==> src/hdl/gfw_pkg.sv <==
// Shared types, constants and the 5x7 font table for the glyph framebuffer writer.
// Depends on nothing; every other file refers to it by scoped names.
package gfw_pkg;

    localparam int PANEL_WIDTH  = 128;
    localparam int PANEL_HEIGHT = 64;
    localparam int PAGES        = (PANEL_HEIGHT + 7) / 8;
    localparam int STORE_BYTES  = PANEL_WIDTH * PAGES;
    localparam int ADDR_W       = $clog2(STORE_BYTES);
    localparam int COL_W        = $clog2(PANEL_WIDTH);
    localparam int PAGE_W       = (PAGES > 1) ? $clog2(PAGES) : 1;

    localparam int FIRST_CODE  = 32;
    localparam int LAST_CODE   = 126;
    localparam int GLYPH_W     = 5;
    localparam int GLYPH_H     = 7;
    localparam int GLYPH_COUNT = LAST_CODE - FIRST_CODE + 1;
    localparam int MAX_SCALE   = 7;

    // Strip of one drawn column: up to 7 groups of up to 7 rows, plus a row offset of up to 7.
    localparam int STRIP_W     = 64;
    localparam int STRIP_PAGES = STRIP_W / 8;

    localparam logic [2:0] SCALE_RESET = 3'd2;

    typedef enum logic [2:0] {
        CMD_CLEAR   = 3'd0,
        CMD_PLOT    = 3'd1,
        CMD_UPRIGHT = 3'd2,
        CMD_ROTATED = 3'd3,
        CMD_READ    = 3'd4
    } cmd_t;

    typedef logic signed [9:0]   coord_t;
    typedef logic [ADDR_W-1:0]   addr_t;
    typedef logic [STRIP_W-1:0]  strip_t;
    typedef logic [6:0]          glyph_idx_t;

    localparam coord_t PX_LIMIT = coord_t'(PANEL_WIDTH);
    localparam coord_t PG_LIMIT = coord_t'(PAGES);

    // Commands from the controller to the datapath.
    typedef struct packed {
        logic accept;       // latch the input item
        logic sweep_write;  // write zero at the sweep address and advance it
        logic prep;         // build the strip of the current column, restart the page walk
        logic page_read;    // read the byte under the current page
        logic page_write;   // merge the strip into the byte just read
        logic page_next;    // advance to the next page
        logic col_next;     // advance to the next column
        logic byte_read;    // read the byte asked for by a read command
        logic result_load;  // move the result into the output register
    } gfw_ctrl_t;

    // Status from the datapath to the controller.
    typedef struct packed {
        logic sweep_last;
        logic page_hit;
        logic page_last;
        logic col_last;
        logic out_free;
    } gfw_status_t;

    // Font columns, first column in the top byte; bit 0 of a column is the top row.
    localparam logic [39:0] FONT_ROM [GLYPH_COUNT] = '{
        40'h0000000000, 40'h00005f0000, 40'h0007000700, 40'h147f147f14, 40'h242a7f2a12,
        40'h2313086462, 40'h3649552250, 40'h0005030000, 40'h001c224100, 40'h0041221c00,
        40'h14083e0814, 40'h08083e0808, 40'h0050300000, 40'h0808080808, 40'h0060600000,
        40'h2010080402, 40'h3e5149453e, 40'h00427f4000, 40'h4261514946, 40'h2141454b31,
        40'h1814127f10, 40'h2745454539, 40'h3c4a494930, 40'h0171090503, 40'h3649494936,
        40'h064949291e, 40'h0036360000, 40'h0056360000, 40'h0814224100, 40'h1414141414,
        40'h0041221408, 40'h0201510906, 40'h324979413e, 40'h7e1111117e, 40'h7f49494936,
        40'h3e41414122, 40'h7f4141221c, 40'h7f49494941, 40'h7f09090901, 40'h3e4149497a,
        40'h7f0808087f, 40'h00417f4100, 40'h2040413f01, 40'h7f08142241, 40'h7f40404040,
        40'h7f020c027f, 40'h7f0408107f, 40'h3e4141413e, 40'h7f09090906, 40'h3e4151215e,
        40'h7f09192946, 40'h4649494931, 40'h01017f0101, 40'h3f4040403f, 40'h1f2040201f,
        40'h3f4038403f, 40'h6314081463, 40'h0708700807, 40'h6151494543, 40'h007f414100,
        40'h0204081020, 40'h0041417f00, 40'h0402010204, 40'h4040404040, 40'h0001020400,
        40'h2054545478, 40'h7f48444438, 40'h3844444420, 40'h384444487f, 40'h3854545418,
        40'h087e090102, 40'h0c5252523e, 40'h7f08040478, 40'h00447d4000, 40'h2040443d00,
        40'h7f10284400, 40'h00417f4000, 40'h7c04180478, 40'h7c08040478, 40'h3844444438,
        40'h7c14141408, 40'h081414187c, 40'h7c08040408, 40'h4854545420, 40'h043f444020,
        40'h3c4040207c, 40'h1c2040201c, 40'h3c4030403c, 40'h4428102844, 40'h0c5050503c,
        40'h4464544c44, 40'h0008364100, 40'h00007f0000, 40'h0041360800, 40'h1008081008
    };

    // Repeat each of the seven group bits scale times, group 0 at bit 0.
    function automatic strip_t expand_strip(input logic [GLYPH_H-1:0] bits,
                                            input logic [2:0] scale);
        strip_t     res;
        logic [5:0] pos;
        res = '0;
        for (int g = 0; g < GLYPH_H; g++) begin
            for (int s = 0; s < MAX_SCALE; s++) begin
                pos = 6'(g) * 6'(scale) + 6'(s);
                if (3'(s) < scale) begin
                    res[pos] = bits[g];
                end
            end
        end
        return res;
    endfunction

endpackage

==> src/hdl/gfw_ctrl.sv <==
// Sequencer of the glyph framebuffer writer: clearing sweeps, column and page walks.
// Depends on gfw_pkg; drives gfw_datapath through gfw_ctrl_t and reads gfw_status_t.
module gfw_ctrl (
    input  logic                 aclk,
    input  logic                 aresetn,
    input  logic                 s_valid,
    output logic                 s_ready,
    input  logic [2:0]           s_command,
    input  gfw_pkg::gfw_status_t status,
    output gfw_pkg::gfw_ctrl_t   ctrl
);

    typedef enum logic [7:0] {
        ST_INIT  = 8'b0000_0001,
        ST_IDLE  = 8'b0000_0010,
        ST_CLEAR = 8'b0000_0100,
        ST_PREP  = 8'b0000_1000,
        ST_PAGE  = 8'b0001_0000,
        ST_WRITE = 8'b0010_0000,
        ST_RDMEM = 8'b0100_0000,
        ST_DONE  = 8'b1000_0000
    } state_t;

    state_t state_reg;
    state_t state_next;
    state_t walk_next;

    assign s_ready = (state_reg == ST_IDLE);

    // Where the page walk goes once the current page is dealt with.
    always_comb begin
        if (!status.page_last) begin
            walk_next = ST_PAGE;
        end else if (status.col_last) begin
            walk_next = ST_DONE;
        end else begin
            walk_next = ST_PREP;
        end
    end

    always_comb begin
        ctrl       = '0;
        state_next = state_reg;
        unique case (state_reg)
            ST_INIT: begin
                ctrl.sweep_write = 1'b1;
                if (status.sweep_last) begin
                    state_next = ST_IDLE;
                end
            end
            ST_IDLE: begin
                if (s_valid) begin
                    ctrl.accept = 1'b1;
                    unique case (s_command) inside
                        gfw_pkg::CMD_CLEAR: begin
                            state_next = ST_CLEAR;
                        end
                        gfw_pkg::CMD_PLOT, gfw_pkg::CMD_UPRIGHT, gfw_pkg::CMD_ROTATED: begin
                            state_next = ST_PREP;
                        end
                        gfw_pkg::CMD_READ: begin
                            state_next = ST_RDMEM;
                        end
                        default: begin
                            state_next = ST_DONE;
                        end
                    endcase
                end
            end
            ST_CLEAR: begin
                ctrl.sweep_write = 1'b1;
                if (status.sweep_last) begin
                    state_next = ST_DONE;
                end
            end
            ST_PREP: begin
                ctrl.prep  = 1'b1;
                state_next = ST_PAGE;
            end
            ST_PAGE: begin
                if (status.page_hit) begin
                    ctrl.page_read = 1'b1;
                    state_next     = ST_WRITE;
                end else begin
                    ctrl.page_next = !status.page_last;
                    ctrl.col_next  = status.page_last && !status.col_last;
                    state_next     = walk_next;
                end
            end
            ST_WRITE: begin
                ctrl.page_write = 1'b1;
                ctrl.page_next  = !status.page_last;
                ctrl.col_next   = status.page_last && !status.col_last;
                state_next      = walk_next;
            end
            ST_RDMEM: begin
                ctrl.byte_read = 1'b1;
                state_next     = ST_DONE;
            end
            ST_DONE: begin
                if (status.out_free) begin
                    ctrl.result_load = 1'b1;
                    state_next       = ST_IDLE;
                end
            end
            default: begin
                state_next = ST_INIT;
            end
        endcase
    end

    always_ff @(posedge aclk) begin
        if (!aresetn) begin
            state_reg <= ST_INIT;
        end else begin
            state_reg <= state_next;
        end
    end

endmodule

==> config.mk <==
export PLATFORM = sky130hd
export DESIGN_NAME = gfw_ctrl
export DESIGN_NICKNAME = d
export VERILOG_FILES = /design/src/hdl/gfw_pkg.sv /design/src/hdl/gfw_ctrl.sv
export SDC_FILE = /design/constraint.sdc
export NUM_CORES = 1
export LEC_CHECK = 0
export ABC_AREA = 1
export CAP_MARGIN = 40
export CORE_AREA = 10 10 47 49
export CTS_CLUSTER_SIZE = 14
export DETAILED_ROUTE_END_ITERATION = 10
export DIE_AREA = 0 0 57 59
export DONT_BUFFER_PORTS = 1
export MAX_ROUTING_LAYER = met4
export PLACE_DENSITY_LB_ADDON = 0.1
export SLEW_MARGIN = 40
export SYNTH_ARGS = -nofsm -noshare
export SYNTH_HDL_FRONTEND = slang
export SYNTH_SLANG_ARGS = --single-unit
export TNS_END_PERCENT = 10
==> constraint.sdc <==
create_clock -name aclk -period 1.3 [get_ports aclk]
set_input_delay 0.195 -clock aclk [delete_from_list [all_inputs] [get_ports aclk]]
set_output_delay 0.195 -clock aclk [all_outputs]
set_load 0.03 [all_outputs]
==> results.py, run 1 <==
metrics = {
    "power_and_ir_drop": {
        "p_comb_share_pct": 54.9,
        "p_leak_nw": 0.463,
        "p_sw_mw": 0.532,
        "p_per_area_mw_per_mm2": 1280,
        "internal-power_mw": 0.629,
        "power_frac_seq_pct": 29.0,
        "clock_power_share_pct": 16.1,
        "irDropWorstVdd_mv": 0.698,
        "p_sw_share_pct": 45.8,
    },
    "setup_path": {
        "r2r_cells": 10,
        "cpMaxStageDelayCell": "dfxtp_2",
        "required_ps": 1110,
        "critical_path.cell_chain": "nor2_2 -> nand2_2 -> inv_4 -> nand2_2 -> nor2_1 -> buf_4",
        "critPathCaptureType": "output pin",
        "cp_top_family": "simple AND/OR/NAND/NOR gates",
        "critical_path_class": "reg -> out",
        "cp_max_fo": 5,
        "crit_top_cell": "nand2_2",
        "cp_slowest_stage_delay_ps": 330,
        "cp.arrival_ps": 1310,
        "path_buf_inv": 2,
        "cp.depth": 6,
        "start_kind": "register",
    },
    "grt": {
        "grt_max_degree": 7,
        "first_global_vias": 676,
        "antenna_found_initial": 0,
        "grt_pass1_wl_mm": 2.72,
        "gr-usage-all-layers_pct": 10.4,
        "globalRoute.totalOverflow": 0,
    },
    "drt": {
        "ant_nets": 0,
        "wl_per_cell_um": 11.3,
        "avgViaCountPerCell": 4.84,
        "drtPass1Iterations": 4,
        "wl_mm": 1.66,
        "drc": 0,
        "vias": 711,
        "drt_iter0_drc": 10,
    },
    "layout": {
        "design_area_sq_um": 905,
        "stdcell_count": 147,
        "largest_reg_flops": 8,
        "syn2layout_area_growth_pct": 44.9,
        "final_nets": 144,
        "drive_above_1_share_pct": 50.4,
        "final_common_cell": "nand2_1",
        "antenna_cells": 0,
        "layout_common_cells": "nand2_1, inv_1, nor2_1, buf_4, nand2_2",
        "finish.utilization_pct": 64.6,
    },
    "floorplan": {
        "io_pins": 21,
        "num_rows": 14,
        "core_area_sq_mm": 0.00140,
        "die_w_um": 57,
        "dieArea_sq_mm": 0.00336,
        "start_util_pct": 44.6,
        "fp.dieH_um": 59,
    },
    "timing": {
        "slew_viol_final": 0,
        "setup_viol": 10,
        "period_share_pct": 115,
        "tightest_slew_ps": 245,
        "fmax_mhz": 666,
        "rsz0062_at_grt": "true",
        "fin_ws_ps": -201,
        "setup_tns_ps": -1360,
        "fin_crit_ps": 1500,
        "hold_violations": 0,
        "slew_headroom_pct": 83.6,
        "skew_ps": 1.42,
    },
    "worst_hold_path": {
        "holdCritPathClass": "in -> reg",
        "min_path_cells": 1,
    },
    "cts": {
        "cts_inserted_buffers": 3,
        "path_clk_slew_ps": 50,
        "clockBufferDepth": 2,
        "htree_num_levels": 1,
        "clk_latency_ps": 260,
        "hold_buffers": 0,
        "clock-sinks": 8,
        "cts_tree": "built",
        "root_buffer": "clkbuf_4",
    },
    "placement": {
        "place_inst": 139,
        "io_buffers": 0,
        "placed_area_sq_um": 736,
        "dp_hpwl_mm": 1.34,
        "gp_congestion": 0.790,
        "pre_cts_slack_ps": -26.4,
    },
    "yosys": {
        "syn_area_per_cell_sq_um": 5.57,
        "ys_types": 17,
        "synth_top_area_share_pct": 25.7,
        "yosysSeqAreaShare_pct": 25.7,
        "yosys_warnings": 0,
        "ys_seq_elements": 8,
        "synth_nets": 123,
        "synth_top_area_cell": "dfxtp_1",
        "synthCells": 112,
        "synth.area.top_cells": "dfxtp_1, nand2_1, inv_1, nor2_1, nand3_1",
        "synth_area_sq_um": 624,
    },
    "status": {
        "violations": "negative setup slack",
        "outcome": "finished with violations",
    },
    "flow_run": {
        "drv_cap": 0,
    },
}
==> power groups by stage <==
stage / logic [mW] / clock network (mW) / registers, mW
6_report: 0.638 / 0.187 / 0.337
3_3_place_gp: 0.512 / 0 / 0.313
5_1_grt: 0.708 / 0.206 / 0.342
3_5_place_dp: 0.519 / 0 / 0.313
2_1_floorplan: 0.394 / 0 / 0.324
4_1_cts: 0.581 / 0.190 / 0.330
==> cell usage after synthesis <==
cell type / n
nor3_1: 3
nand3_2: 2
dfxtp_1: 8
nand2_2: 3
nor2_4: 2
nand3_1: 6
nand2_1: 32
nand3b_1: 1
nor2_1: 21
or2_2: 1
nor4_2: 1
nand4_1: 1
inv_1: 23
a21oi_1: 2
o21ai_1: 2
inv_2: 2
nor2_2: 2
==> kinds of logic after synthesis <==
logic type	count (synthesis)	synth area share, %
DFF	8	25.7
AOI/OAI and AO/OA	4	3.21
buffers and inverters	25	15.0
and+or+nand+nor	75	56.1
==> path summary, 6_finish.rpt <==
check	startpoint	end	slack [ps]
min reg2reg	state_reg[2]	state_reg[2]	630
max	state_reg[6]	ctrl[8]	-200
min	aresetn	state_reg[0]	20
max reg2reg	state_reg[2]	state_reg[3]	20
==> what timing repair did <==
item | 4_1_cts | 5_1_grt
buffers inserted | 3 | 2
endpoints found under the setup margin | 10 | 16
gates cloned | 0 | 0
pin swaps | 9 | 10
endpoints found under the hold margin | 0 | 0
gates resized for setup | 29 | 16
==> stage by stage <==
| step | hold WS (ps) | total power, mW |
|---|---|---|
| 6_report | 23.3 | 1.16 |
| 3_3_place_gp | 286 | 0.826 |
| 3_5_place_dp | 286 | 0.832 |
| 4_1_cts | 20.2 | 1.10 |
| 5_1_grt | 11.3 | 1.26 |
| 2_1_floorplan | 279 | 0.717 |
==> cell type report <==
cell class	count	area, sq um
multi-input combinational	79	452
inverter	25	105
timing repair buffer	16	135
tap	16	20.0
sequential	8	170
clock buffer	3	22.5
fill	131	497
==> layer usage <==
metal	wire (um)	vias to the layer above	global-route usage [%]	share of wire (%)
li1	-	373	-	-
met1	693	311	11.6	42
met2	782	22	16.0	47
met3	133	5	2.15	8.0
met4	48	0	8.05	2.9
met5	0	-	-	0
Note: power is estimated with default switching activity, not from simulation.
==> run 2, diff against run 1 <==
--- a/config.mk
+++ b/config.mk
@@ -13,7 +13,6 @@
 export DIE_AREA = 0 0 57 59
 export DONT_BUFFER_PORTS = 1
 export MAX_ROUTING_LAYER = met4
-export PLACE_DENSITY_LB_ADDON = 0.1
 export SLEW_MARGIN = 40
 export SYNTH_ARGS = -nofsm -noshare
 export SYNTH_HDL_FRONTEND = slang
==> constraint.sdc (replaced) <==
create_clock -name aclk -period 1.92 [get_ports aclk]
set_input_delay 0.288 -clock aclk [delete_from_list [all_inputs] [get_ports aclk]]
set_output_delay 0.288 -clock aclk [all_outputs]
set_load 0.03 [all_outputs]
==> run 2 against run 1 <==
Against the previous run: the run now ends clean; utilization down 14 points; highest routed layer unchanged; via count fell by 9.8%; design area down 22%; cell count decreased by 7.5%; sequential power fell by 34%; non-clock buffer count down 11; critical path type unchanged; sequential share of layout area is 3.9 points higher; largest cell class unchanged; clock-buffer cell count unchanged.
==> results.py, run 2 (synthesis gave the netlist of run 1 again) <==
metrics = {
    "cts": {
        "htree_num_levels": 1,
        "cts_tree": "built",
        "clk_latency_ps": 260,
        "root_buffer": "clkbuf_4",
        "hold_buffers": 0,
        "cts_setup_buffers": 0,
        "clockBufferDepth": 2,
        "cts_resized": 0,
        "clock-sinks": 8,
        "cts_inserted_buffers": 3,
        "path_clk_slew_ps": 60,
    },
    "floorplan": {
        "start_util_pct": 44.6,
        "num_rows": 14,
        "dieArea_sq_mm": 0.00336,
        "die_w_um": 57,
        "core_area_sq_mm": 0.00140,
        "io_pins": 21,
        "fp.dieH_um": 59,
    },
    "setup_path": {
        "critPathCaptureType": "output pin",
        "start_kind": "register",
        "required_ps": 1630,
        "cp_max_fo": 5,
        "critical_path_class": "reg -> out",
        "cp.arrival_ps": 1500,
    },
    "timing": {
        "hold_violations": 0,
        "rsz0062_at_grt": "false",
        "setup_tns_ps": 0,
        "tightest_slew_ps": 385,
        "fmax_mhz": 561,
        "fin_crit_ps": 1780,
        "slew_viol_final": 0,
        "period_share_pct": 92.9,
        "skew_ps": 6.55,
        "slew_headroom_pct": 74.3,
        "setup_viol": 0,
    },
    "drt": {
        "ant_nets": 0,
        "avgViaCountPerCell": 4.71,
        "drt_iter0_drc": 16,
        "wl_mm": 1.52,
        "wl_per_cell_um": 11.1,
        "drc": 0,
        "vias": 641,
        "drtPass1Iterations": 4,
    },
    "grt": {
        "globalRoute.totalOverflow": 0,
        "antenna_found_initial": 0,
        "first_global_vias": 584,
        "grt_max_degree": 7,
        "grt_pass1_wl_mm": 2.46,
        "gr-usage-all-layers_pct": 9.13,
    },
    "status": {
        "outcome": "finished clean",
    },
    "placement": {
        "dp_hpwl_mm": 1.35,
        "gp_congestion": 0.827,
        "io_buffers": 0,
    },
    "power_and_ir_drop": {
        "p_per_area_mw_per_mm2": 936,
        "p_leak_nw": 0.408,
        "irDropWorstVdd_mv": 0.520,
        "power_mw": 0.659,
    },
    "worst_hold_path": {
        "holdCritPathClass": "in -> reg",
    },
    "layout": {
        "final_common_cell": "nand2_1",
        "syn2layout_area_growth_pct": 12.8,
        "largest_reg_flops": 8,
        "drive_above_1_share_pct": 17.5,
        "layout_common_cells": "nand2_1, inv_1, nor2_1, dfxtp_1, nand3_1",
        "final_nets": 133,
        "nFillCells": 155,
        "antenna_cells": 0,
    },
    "flow_run": {
        "drv_cap": 0,
    },
}
-- run 2: changes by cell type in the layout (fill, tap and decap cells not counted), moves of 7 or more --
cell     change
nor2_1       +9
dfxtp_1      +8
dfxtp_2      -8
nand2_1      +8
nand2_2      -8
buf_4        -7
inv_1        +7
-- run 2: report_power, final --
part	switching [mW]	internal [mW]	leakage (nW)	total, mW
logic	0.218	0.0914	0.329	0.310
clock network	0.0573	0.0715	0.0138	0.129
registers	0.0287	0.192	0.0651	0.221
total	0.304	0.355	0.408	0.659
-- run 2: cell type report --
class | instances | area (sq um) | share of cell area [%]
multi-input combinational | 79 | 370 | 52.6
sequential | 8 | 160 | 22.7
inverter | 25 | 93.8 | 13.3
timing repair buffer | 5 | 37.5 | 5.33
clock buffer | 3 | 22.5 | 3.20
tap | 16 | 20.0 | 2.84
-- run 2: metrics by stage --
step | setup slack [ps] | area [sq um] | util (%) | hold slack (ps) | cells
3_3_place_gp | 451 | 682 | 48.7 | 383 | 133
4_1_cts | 131 | 704 | 50.3 | 130 | 136
5_1_grt | 6.73 | 704 | 50.3 | 128 | 136
2_1_floorplan | 398 | 624 | - | 372 | 112
6_report | 137 | 704 | 50.3 | 124 | 136
3_5_place_dp | 403 | 682 | 48.7 | 390 | 133
-- run 2: path summary, 6_finish.rpt --
check / to / from / slack, ps / cells past startpoint
setup / recovery: ctrl[3] / state_reg[2] / 140 / 7
hold / removal: state_reg[0] / aresetn / 120 / 1
setup reg to reg: state_reg[4] / state_reg[2] / 460 / 9
hold reg to reg: state_reg[2] / state_reg[2] / 560 / 2
-- run 2: metal layers --
metal	routed length [um]	share of wire (%)	global-route usage [%]
met1	718	47	10.9
met2	680	45	13.5
met3	106	7.0	1.93
met4	10	0.66	6.04
met5	0	0	-
-- run 2: critical path, stage by stage (launching register included) --
cell     delay (ps)
dfxtp_1         360
nor2_2          170
nand2_1          90
inv_1            90
nand3_1          70
nand2_1          90
inv_2            50
nor2_2          310
==> run 3, diff against run 2 <==
--- a/config.mk
+++ b/config.mk
@@ -5,7 +5,6 @@
 export SDC_FILE = /design/constraint.sdc
 export NUM_CORES = 1
 export LEC_CHECK = 0
-export ABC_AREA = 1
 export CAP_MARGIN = 40
 export CORE_AREA = 10 10 47 49
 export CTS_CLUSTER_SIZE = 14
@@ -13,7 +12,8 @@
 export DIE_AREA = 0 0 57 59
 export DONT_BUFFER_PORTS = 1
 export MAX_ROUTING_LAYER = met4
-export SLEW_MARGIN = 40
+export PLACE_DENSITY = 0.68
+export SLEW_MARGIN = 5
 export SYNTH_ARGS = -nofsm -noshare
 export SYNTH_HDL_FRONTEND = slang
 export SYNTH_SLANG_ARGS = --single-unit
==> run 3 against run 2 <==
Against the previous run: clock skew shrank 1.8 ps; hold slack lost 11 ps; synthesized area grew 14%; sequential share of layout area down 4.5 points; combinational power fell by 46%; die area stayed put; global-route usage increased by 1.8 points; synthesized cell count down 25%; clock-buffer cell count did not move; critical path type unchanged; critical endpoint is now ctrl[8].
==> results.py, run 3 <==
metrics = {
    "timing": {
        "hold_violations": 0,
        "skew_ps": 4.78,
        "fmax_mhz": 525,
        "setup_viol": 0,
        "holdWs_ps": 112,
        "slew_headroom_pct": 69.1,
        "tightest_slew_ps": 463,
        "rsz0062_at_grt": "true",
        "fin_crit_ps": 1900,
        "period_share_pct": 99.2,
        "slew_viol_final": 0,
    },
    "cts": {
        "path_clk_slew_ps": 60,
        "clk_latency_ps": 260,
        "clock-sinks": 8,
        "cts_tree": "built",
        "htree_num_levels": 1,
        "hold_buffers": 0,
        "root_buffer": "clkbuf_4",
        "clockBufferDepth": 2,
        "cts_inserted_buffers": 3,
    },
    "status": {
        "outcome": "finished clean",
    },
    "layout": {
        "seqCellArea_sq_um": 163,
        "drive_above_1_share_pct": 34.0,
        "layout_common_cells": "buf_4, nor2_1, dfxtp_1, nor2b_1, nand2_1",
        "nFillCells": 127,
        "antenna_cells": 0,
        "syn2layout_area_growth_pct": 25.7,
        "final_common_cell": "buf_4",
        "final_nets": 110,
        "stdcell_count": 113,
        "multi_input_area_sq_um": 543,
        "largest_reg_flops": 8,
        "finish.utilization_pct": 63.7,
        "design_area_sq_um": 892,
    },
    "setup_path": {
        "cp_top_family": "simple AND/OR/NAND/NOR gates",
        "cp_max_fo": 10,
        "cp_slowest_stage_delay_ps": 420,
        "critical_path.cell_chain": "nor4_4 -> nand3_4 -> inv_1 -> and2_1 -> buf_12",
        "path_buf_inv": 2,
        "rrSetupSlack_ps": 220,
        "start_kind": "register",
        "critPathCaptureType": "output pin",
        "critical_path_class": "reg -> out",
        "required_ps": 1630,
        "cpMaxStageDelayCell": "dfxtp_1",
        "cp.arrival_ps": 1620,
    },
    "drt": {
        "vias": 686,
        "avgViaCountPerCell": 6.07,
        "drc": 0,
        "drt_iter0_drc": 21,
        "ant_nets": 0,
        "wl_mm": 1.86,
        "drtPass1Iterations": 4,
        "wl_per_cell_um": 16.5,
    },
    "power_and_ir_drop": {
        "p_leak_nw": 0.345,
        "irDropWorstVdd_mv": 0.309,
        "p_per_area_mw_per_mm2": 548,
    },
    "floorplan": {
        "fp.dieH_um": 59,
        "core_area_sq_mm": 0.00140,
        "die_w_um": 57,
        "dieArea_sq_mm": 0.00336,
        "num_rows": 14,
        "start_util_pct": 50.6,
        "io_pins": 21,
    },
    "placement": {
        "gp_congestion": 0.866,
        "dp_hpwl_mm": 1.45,
        "io_buffers": 0,
        "place_inst": 109,
        "placed_area_sq_um": 817,
    },
    "yosys": {
        "syn_area_per_cell_sq_um": 8.45,
        "synth.most_common_cell": "nor2_1",
        "synth_top_area_share_pct": 22.6,
        "yosys-top-cells-count": "nor2_1, dfxtp_1, nand2_1, nor2b_1, nor4b_1",
        "synth.area.top_cells": "dfxtp_1, nor2_1, nor4b_1, nor2b_1, o32ai_4",
        "yosys_warnings": 0,
        "ys_seq_elements": 8,
        "ys_types": 43,
        "synth-async-reset-ratio_pct": 0,
        "synth_nets": 95,
        "yosysSeqAreaShare_pct": 22.6,
        "synthCells": 84,
        "synth_ff_type": "dfxtp_1",
        "synth_edf_count": 0,
        "synth_area_sq_um": 709,
        "synth_top_area_cell": "dfxtp_1",
    },
    "grt": {
        "globalRoute.totalOverflow": 0,
        "grt_pass1_wl_mm": 2.90,
        "first_global_vias": 636,
        "gr-usage-all-layers_pct": 10.9,
        "grt_max_degree": 13,
        "antenna_found_initial": 0,
    },
    "worst_hold_path": {
        "holdCritPathClass": "in -> reg",
    },
    "flow_run": {
        "drv_cap": 0,
    },
}
## run 3: cell count changes after synthesis, moves of 3 or more
cell | previous run | this run
nor2b_1 | 0 | 5
nand2_1 | 32 | 5
inv_1 | 23 | 3
nor2_1 | 21 | 11
nor4b_1 | 0 | 4
nand4b_1 | 0 | 3
nand2_2 | 3 | 0
nand3_1 | 6 | 1
## run 3: worst paths after layout
check                             startpoint  cells past startpoint            to
worst max-delay path            state_reg[2]                      5       ctrl[8]
worst min-delay path                 aresetn                      1  state_reg[0]
worst max register to register  state_reg[5]                      4  state_reg[0]
worst min register to register  state_reg[2]                      2  state_reg[2]
## run 3: cell type report
type,instances,share of cell area (%)
multi-input cells,67,60.9
flip-flops and latches,8,18.2
repair buffers,16,14.9
clock buffers,3,2.52
well taps,16,2.24
inverters,3,1.26
## run 3: metal layers
layer / vias up / routed length [um] / track usage (%)
met1: 310 / 761 / 12.1
met4: 0 / 13 / 2.68
met2: 20 / 884 / 16.6
met5: - / 0 / -
met3: 2 / 203 / 6.01
li1: 354 / - / -
## run 3: timing repair
action,in CTS,in global routing
resized for setup,4,7
buffers inserted,1,0
endpoints found under the setup margin,3,6
pin swaps,1,1
## run 3: power by group
group          internal [mW]  switching [mW]
clock network         0.0716          0.0582
registers              0.173          0.0181
logic                 0.0781          0.0898
## run 3: cell families (layout without fill, tap and decap cells)
| kind of cell | count (synthesis) | in the layout | synth area share, % |
|---|---|---|---|
| flops | 8 | 8 | 22.6 |
| simple gates | 50 | 50 | 48.0 |
| xor+xnor | 2 | 2 | 2.47 |
| buf+inv | 9 | 22 | 7.76 |
| compound gates | 14 | 14 | 17.8 |
| mux | 1 | 1 | 1.41 |
## run 3: per-stage QoR
step / setup TNS [ps] / setup WS (ps) / power [mW]
3_5_place_dp: 0 / 158 / 0.346
6_report: 0 / 15.2 / 0.489
3_3_place_gp: 0 / 210 / 0.342
4_1_cts: 0 / 3.72 / 0.489
2_1_floorplan: -16.5 / -16.5 / 0.317
5_1_grt: -144 / -86.3 / 0.523
